[src/sv/xtea_pkg.sv]
package xtea_pkg;

  localparam int unsigned MaxRoundsDefault = 64;
  localparam int unsigned WordW            = 32;
  localparam int unsigned KeyShift         = 11;
  localparam int unsigned CfgIdxW          = 3;
  localparam int unsigned RoundCntW        = 7;

  localparam logic [WordW-1:0]     Delta         = 32'h9E37_79B9;
  localparam logic [RoundCntW-1:0] RoundCntReset = 7'd32;
  localparam logic                 CmdDecrypt    = 1'b1;

  typedef enum logic [CfgIdxW-1:0] {
    REG_KEY0   = 3'd0,
    REG_KEY1   = 3'd1,
    REG_KEY2   = 3'd2,
    REG_KEY3   = 3'd3,
    REG_ROUNDS = 3'd4
  } cfg_reg_e;

  typedef logic [3:0][WordW-1:0] key_t;

  typedef struct packed {
    logic             command;
    logic [WordW-1:0] first_word;
    logic [WordW-1:0] second_word;
  } in_t;

  typedef struct packed {
    logic [WordW-1:0] result_first;
    logic [WordW-1:0] result_second;
  } out_t;

  typedef struct packed {
    logic             valid;
    logic             decrypt;
    logic [WordW-1:0] v0;
    logic [WordW-1:0] v1;
    logic [WordW-1:0] sum;
  } stage_t;

  function automatic logic [WordW-1:0] mix(input logic [WordW-1:0] x);
    return ((x << 4) ^ (x >> 5)) + x;
  endfunction

endpackage

[src/sv/xtea_cell.sv]
module xtea_cell import xtea_pkg::*; #(
  parameter int unsigned MaxRounds = MaxRoundsDefault,
  parameter int unsigned Index     = 0,
  localparam int unsigned RndW     = $clog2(MaxRounds + 1)
) (
  input  logic            clk_i,
  input  logic            rst_ni,
  input  key_t            key_i,
  input  logic [RndW-1:0] n_i,
  input  stage_t          stage_i,
  output stage_t          stage_o
);

  localparam int unsigned RoundIdx = Index / 2;
  localparam bit          Even     = (Index % 2) == 0;

  logic             upd_v0;
  logic             active;
  logic [1:0]       sel;
  logic [WordW-1:0] x;
  logic [WordW-1:0] other;
  logic [WordW-1:0] t;
  logic [WordW-1:0] x_new;
  stage_t           stage_d;
  stage_t           data_q;
  logic             valid_q;

  // even cells: first half-round of a round, sum steps afterwards
  always_comb begin
    upd_v0  = Even ^ stage_i.decrypt;
    x       = upd_v0 ? stage_i.v0 : stage_i.v1;
    other   = upd_v0 ? stage_i.v1 : stage_i.v0;
    sel     = upd_v0 ? stage_i.sum[1:0] : stage_i.sum[KeyShift+1:KeyShift];
    t       = mix(other) ^ (stage_i.sum + key_i[sel]);
    x_new   = stage_i.decrypt ? (x - t) : (x + t);
    active  = n_i > RndW'(RoundIdx);
    stage_d = stage_i;
    if (active) begin
      if (upd_v0) begin
        stage_d.v0 = x_new;
      end else begin
        stage_d.v1 = x_new;
      end
    end
    if (Even) begin
      stage_d.sum = stage_i.decrypt ? (stage_i.sum - Delta) : (stage_i.sum + Delta);
    end
  end

  always_ff @(posedge clk_i or negedge rst_ni) begin
    if (!rst_ni) begin
      valid_q <= 1'b0;
    end else begin
      valid_q <= stage_i.valid;
    end
  end

  always_ff @(posedge clk_i) begin
    data_q <= stage_d;
  end

  always_comb begin
    stage_o       = data_q;
    stage_o.valid = valid_q;
  end

endmodule

[config.mk]
export PLATFORM = sky130hd
export DESIGN_NAME = xtea_cell
export DESIGN_NICKNAME = d
export VERILOG_FILES = /design/src/sv/xtea_pkg.sv /design/src/sv/xtea_cell.sv
export SDC_FILE = /design/constraint.sdc
export NUM_CORES = 1
export LEC_CHECK = 0
export ABC_AREA = 1
export BUFFER_PORTS_ARGS = -buffer_cell sky130_fd_sc_hd__buf_2
export CORE_ASPECT_RATIO = 2
export CORE_MARGIN = 3
export CORE_UTILIZATION = 55
export CTS_BUF_LIST = sky130_fd_sc_hd__clkbuf_2
export CTS_CLUSTER_DIAMETER = 60
export DETAILED_ROUTE_END_ITERATION = 10
export PLACE_DENSITY = 0.93
export SETUP_SLACK_MARGIN = 0.1
export SYNTH_ARGS = -nofsm -noshare
export SYNTH_HDL_FRONTEND = slang
export SYNTH_SLANG_ARGS = --single-unit
export TNS_END_PERCENT = 100
[constraint.sdc]
create_clock -name clk_i -period 1.5 [get_ports clk_i]
set_clock_uncertainty 0.05 [all_clocks]
set_input_delay 0 -clock clk_i [delete_from_list [all_inputs] [get_ports clk_i]]
set_output_delay 0 -clock clk_i [all_outputs]
set_load 0.005 [all_outputs]
==> results of run 1 <==
-- repair_timing --
item	4_1_cts
endpoints found under the hold margin	99
hold buffers	123
endpoints found under the setup margin	85
buffers inserted	26
pin swaps	102
gates cloned	3
gates resized for setup	210
-- metal layers --
layer  GRT overflow  GRT usage (%)
met1              8           77.4
met2            346            101
met3             15           67.7
met4            167           86.6
met5              1           33.8
-- logic make-up after synthesis --
| logic type | count (synthesis) | synth area share [%] |
|---|---|---|
| compound gates | 434 | 16.4 |
| xor+xnor | 138 | 8.55 |
| fa+ha+maj | 134 | 12.1 |
| buf+inv | 481 | 12.9 |
| flops | 98 | 13.9 |
| simple gates | 1205 | 36.1 |
-- per-stage QoR --
stage               setup TNS [ns]  utilization, %  std cells
floorplan                  -149.65               -       2490
global placement           -211.46            80.0       3615
detailed placement         -231.31            80.0       3615
CTS                        -151.08            89.8       3783
==> results.yml, run 1 <==
logic_synthesis:
  yosysTopAreaCell: "nand2_1"
  yosysUniqueCellTypes: 49
  syn_nets: 2859
  synth.avg_cell_area_sq_um: 5.68
  async_flop_share_pct: 1.02
  ys_seq_area_share_pct: 13.9
  yosys-top-cells-count: "nand2_1 (720), inv_1 (419), nor2_1 (226)"
  ys_ff_latch: 98
  syn_inst: 2490
  ys_top_cells_by_area: "nand2_1 (19%), dfxtp_1 (14%), ha_1 (12%)"
  synthFlopType: "dfxtp_1"
  yosysMostFrequentCell: "nand2_1"
  synth-edff-count: 0
  yosysWarnings: 0
  syn_area_sq_um: 14100
  synth_top_area_share_pct: 19.1
global_route:
  grt_overflow: 537
  grt_max_degree: 37
  track_usage_pct: 82.1
  grt_pass1_wl_um: 182000
  grt_pass1_vias: 29700
placed_design:
  hpwlAfterDp_um: 52100
  place_congestion: 1.12
  io_buffers: 332
  place_area_sq_um: 20200
  post-place-ws_ns: -4.14
status:
  error_line: "[ERROR GRT-0116] Global routing finished with congestion. Check the congestion regions in the DRC Viewer."
  status: "aborted with a tool error"
  haltStage: "global routing"
die:
  fp.dieH_um: 233
  die_x_um: 119
  initial_core_util_pct: 56.0
  ios: 333
  rows: 82
clocking:
  cts_root_buf: "clkbuf_2"
  clock_sinks: 98
  cts_buffer_depth: 2
  numCtsBuffers: 9
  h-tree-depth: 3
==> inputs of run 2 (changes only) <==
- CORE_ASPECT_RATIO: 2 -> not set
- CORE_UTILIZATION: 55 -> 40
- CTS_BUF_LIST: sky130_fd_sc_hd__clkbuf_2 -> not set
- CTS_CLUSTER_DIAMETER: 60 -> not set
- PLACE_DENSITY: 0.93 -> not set
- PLACE_DENSITY_LB_ADDON: not set -> 0.15
- SETUP_SLACK_MARGIN: 0.1 -> not set
==> results.yml, run 2 <==
status:
  status: "finished with violations"
  violations: "negative setup slack"
flow_run:
  maxCapViolations: 0
sta:
  final.setup.worst_slack_ns: -3.25
  slew_violations: 0
  setup_viol: 88
  holdWs_ns: 0.00916
  fmax_mhz: 211
  period_share_pct: 317
  finalHoldViolations: 0
  rsz0062_at_grt: "true"
  fin_crit_ns: 4.75
  tightest_slew_ns: 0.666
  max-slew-margin-rel_pct: 55.1
logic_synthesis:
  synth-xor-area-share_pct: 8.55
  yosysTopAreaCell: "nand2_1"
  syn_area_sq_um: 14100
  yosysMostFrequentCell: "nand2_1"
  ys_seq_area_share_pct: 13.9
  yosysWarnings: 0
  syn_inst: 2490
  synth-edff-count: 0
  yosys-top-cells-count: "nand2_1 (720), inv_1 (419), nor2_1 (226)"
  synth_compound_area_share_pct: 16.4
  async_flop_share_pct: 1.02
  synth.avg_cell_area_sq_um: 5.68
  synthSimpleGateAreaFrac_pct: 36.1
  ys_top_cells_by_area: "nand2_1 (19%), dfxtp_1 (14%), ha_1 (12%)"
  synth_fa_ha_area_share_pct: 12.1
  synth_top_family_by_area: "simple AND/OR/NAND/NOR gates"
  syn_nets: 2859
  synthMuxAreaShare_pct: 0
  ys_ff_latch: 98
  synthFlopType: "dfxtp_1"
  synth_top_area_share_pct: 19.1
  yosysUniqueCellTypes: 49
drt:
  drt_wl_total_um: 64600
  dr.pass1.iters: 5
  wl_met3_um: 3470
  drtIter0Drc: 1145
  highest_layer: "met4"
  avgViaCountPerCell: 4.98
  wl_met1_um: 26400
  drc: 0
  vias: 19700
  ant_nets: 0
  wl_met2_um: 32700
  wl_per_cell_um: 16.3
critical_path:
  crit_type: "input pin to flip-flop"
  cp_slowest_cell: "fa_2"
  cpPeakStageDelay_ns: 0.44
  critical_path.max_fanout: 5
  cp.required_ns: 1.79
  end_kind: "flip-flop"
  start_kind: "input pin"
  arrival_ns: 5.04
final_layout:
  layout.nets: 3862
  antenna-diode-count: 0
  finalInstanceArea_sq_um: 24300
  largest_reg_flops: 97
  drive_gt1_share_pct: 40.9
  final_common_cell: "nand2_1"
  synthToLayoutAreaGrowth_pct: 72.0
  fin_util_pct: 70.1
  fillerInstances: 2983
  layout_common_cells: "nand2_1 (634), buf_4 (605), inv_1 (398)"
clocking:
  cts_tree: "yes"
  cts_root_buf: "clkbuf_16"
  cts_buffer_depth: 2
  h-tree-depth: 3
  clk_pin_slew_ns: 0.08
  clock_sinks: 98
  numCtsBuffers: 9
global_route:
  antenna_found_initial: 0
  grt_pass1_wl_um: 94900
  grt_max_degree: 42
  grt_pass1_vias: 19200
  grt_overflow: 0
  track_usage_pct: 31.1
placed_design:
  hpwlAfterDp_um: 50600
  io_buffers: 332
  post-place-ws_ns: -4.08
  place_area_sq_um: 20600
  place_congestion: 0.984
power_and_ir_drop:
  ir_drop_mv: 1.08
  pwr_density_cell_nw_per_um2: 1410
  leakage_nw: 13.4
  total_power_mw: 34.2
die:
  coreArea_sq_um: 34700
  die_x_um: 194
  initial_core_util_pct: 40.7
  ios: 333
  die_area_sq_um: 37700
  rows: 68
  fp.dieH_um: 194
worst_hold_path:
  hold_depth: 6
  hp-class: "input pin to flip-flop"
==> run 2: what timing repair did <==
item / in CTS / in global routing
pin swaps: 79 / 99
setup buffers: 47 / 45
resized for setup: 201 / 273
endpoints found under the hold margin: 64 / 0
hold buffers: 65 / 0
endpoints found under the setup margin: 88 / 87
cloned: 5 / 3
==> run 2: path summary, 6_finish.rpt <==
| kind | from | end |
|---|---|---|
| hold / removal | stage_i[92] | stage_o[92] |
| min in group asynchronous | rst_ni | valid_q |
| setup / recovery | stage_i[96] | stage_o[56] |
| max in group asynchronous | rst_ni | valid_q |
==> run 2: area by class of cell <==
type                            instances  area, sq um  share of cell area (%)
Clock buffer                           10          229                   0.941
Multi-Input combinational cell       1911        12300                    50.7
Timing Repair Buffer                 1043         7540                    31.0
Inverter                              428         1640                    6.75
Sequential cell                        98         1970                    8.09
Clock inverter                          5         37.5                   0.154
Timing Repair inverter                  2         11.3                  0.0463
Tap cell                              455          569                    2.34
==> run 2: report_power, final <==
group | switching, mW | internal [mW] | total [mW]
Clock | 1.28 | 1.13 | 2.41
Sequential | 0.248 | 3.66 | 3.90
Combinational | 14.6 | 13.3 | 27.9
Total | 16.2 | 18.1 | 34.2
==> run 2: worst max-delay path: cells and delay by family <==
family	cells	cell delay, ns
fa+ha+maj	3	0.98
xor+xnor	2	0.37
compound gates	9	1.09
buf+inv	9	1.04
simple gates	11	1.56
==> run 2: through the flow <==
step           setup TNS [ns]  cells
2_1_floorplan         -149.65   2490
3_3_place_gp          -228.85   3774
3_5_place_dp          -234.01   3774
4_1_cts               -170.02   3905
5_1_grt               -198.30   3952
6_report              -185.24   3952
==> run 2: metal layers <==
layer	up-vias	GRT usage, %
met5	-	0
li1	9916	-
met3	102	3.94
met4	0	10.4
met1	9017	36.4
met2	650	58.4
==> run 2: kinds of logic (layout without fill, tap and decap cells) <==
kind of cell | count (synthesis) | in the layout
buf+inv | 481 | 1488
flops | 98 | 98
compound gates | 434 | 434
xor+xnor | 138 | 138
fa+ha+maj | 134 | 134
simple gates | 1205 | 1205
Power figures use the tool's default switching activity.
==> inputs of run 3 (changes only) <==
- BUFFER_PORTS_ARGS: -buffer_cell sky130_fd_sc_hd__buf_2 -> not set
- DONT_BUFFER_PORTS: not set -> 1
==> results.yml, run 3 (same netlist as run 2, synthesis figures left out) <==
die:
  die_area_sq_um: 37700
  rows: 68
  die_x_um: 194
  coreArea_sq_um: 34700
  fp.dieH_um: 194
  initial_core_util_pct: 40.7
  ios: 333
status:
  status: "finished with violations"
  violations: "negative hold slack, negative setup slack"
clocking:
  cts_tree: "yes"
  clock_sinks: 98
  numCtsBuffers: 9
  cts_root_buf: "clkbuf_16"
  clk_pin_slew_ns: 0.09
  h-tree-depth: 3
  cts_buffer_depth: 2
sta:
  fmax_mhz: 213
  rsz0062_at_grt: "true"
  finalHoldViolations: 1
  period_share_pct: 313
  max-slew-margin-rel_pct: 67.6
  final.setup.worst_slack_ns: -3.20
  tns_ns: -177.42
  tightest_slew_ns: 0.486
  slew_violations: 0
  fin_crit_ns: 4.70
  holdWs_ns: -0.0873
  setup_viol: 86
final_layout:
  largest_reg_flops: 97
  drive_gt1_share_pct: 28.8
  final_common_cell: "nand2_1"
  layout_common_cells: "nand2_1 (681), buf_4 (591), inv_1 (411)"
  layout.nets: 3530
  synthToLayoutAreaGrowth_pct: 54.6
drt:
  dr.pass1.iters: 8
  drt_wl_total_um: 59100
  drc: 0
  avgViaCountPerCell: 5.00
  wl_per_cell_um: 16.3
  vias: 18100
  drtIter0Drc: 881
  ant_nets: 0
global_route:
  grt_pass1_vias: 17700
  track_usage_pct: 29.3
  grt_pass1_wl_um: 89000
  antenna_found_initial: 1
  grt_max_degree: 131
  grt_overflow: 0
worst_hold_path:
  hp-class: "input pin to flip-flop"
  hold_depth: 4
placed_design:
  hpwlAfterDp_um: 47800
  place_congestion: 0.963
  io_buffers: 0
  post-place-ws_ns: -3.96
critical_path:
  cpPeakStageDelay_ns: 0.42
  end_kind: "flip-flop"
  cp.required_ns: 1.73
  cp_slowest_cell: "fa_2"
  crit_type: "input pin to flip-flop"
  arrival_ns: 4.93
  path_common_cell: "nand4_1"
  critical_path.max_fanout: 130
  start_kind: "input pin"
power_and_ir_drop:
  pwr_density_cell_nw_per_um2: 1410
  leakage_nw: 11.9
  ir_drop_mv: 1.23
flow_run:
  maxCapViolations: 0
[run 3: path summary, 6_finish.rpt]
check	from	slack (ns)	end
worst min-delay path	stage_i[0]	-0.09	stage_o[3]
max in group asynchronous	rst_ni	1.01	valid_q
min in group asynchronous	rst_ni	0.29	valid_q
worst max-delay path	stage_i[96]	-3.20	stage_o[57]
[run 3: final cells by class]
class | instances | area, sq um
flip-flops and latches | 98 | 1970
multi-input cells | 1911 | 11600
diodes | 1 | 2.50
clock inverters | 6 | 72.6
inverters | 428 | 1630
repair buffers | 713 | 5830
fillers | 3273 | 12800
clock buffers | 10 | 229
well taps | 455 | 569
[run 3: power by group]
part           total, mW  switching [mW]  internal, mW
clock               2.55            1.23          1.32
sequential          4.20           0.526          3.68
combinational       24.1            12.7          11.4
total               30.8            14.5          16.4
[run 3: stage by stage]
step | power, mW | cell area, sq um | std cells | util (%) | hold WS, ns
4_1_cts | 28.5 | 20800 | 3574 | 60.0 | -0.145
6_report | 30.8 | 21900 | 3622 | 63.0 | -0.0873
3_5_place_dp | 24.5 | 19100 | 3459 | 55.1 | -0.346
3_3_place_gp | 24.4 | 19100 | 3459 | 55.1 | -0.346
5_1_grt | 33.2 | 21900 | 3622 | 63.0 | -0.0596
2_1_floorplan | 15.5 | 14500 | 2490 | - | -0.346
[run 3: worst max-delay path, delay by kind of cell]
kind            cells  cell delay, ns
xor+xnor            1            0.12
simple gates       18            2.51
fa+ha+maj           3            0.91
compound gates      5            0.71
buf+inv             6            0.64
[run 3: timing repair]
item	in CTS	in global routing
gates resized for setup	91	160
hold endpoints to repair	95	12
pin swaps	35	68
hold buffers	87	11
setup buffers	12	35
gates cloned	0	2
setup endpoints to repair	90	94
[run 3: layer usage]
layer | routed length (um) | vias up | global-route usage, %
met4 | 2000 | 0 | 10.0
met5 | 0 | - | 0
met3 | 3180 | 105 | 4.73
met2 | 29200 | 534 | 54.0
li1 | - | 9241 | -
met1 | 24700 | 8229 | 34.4
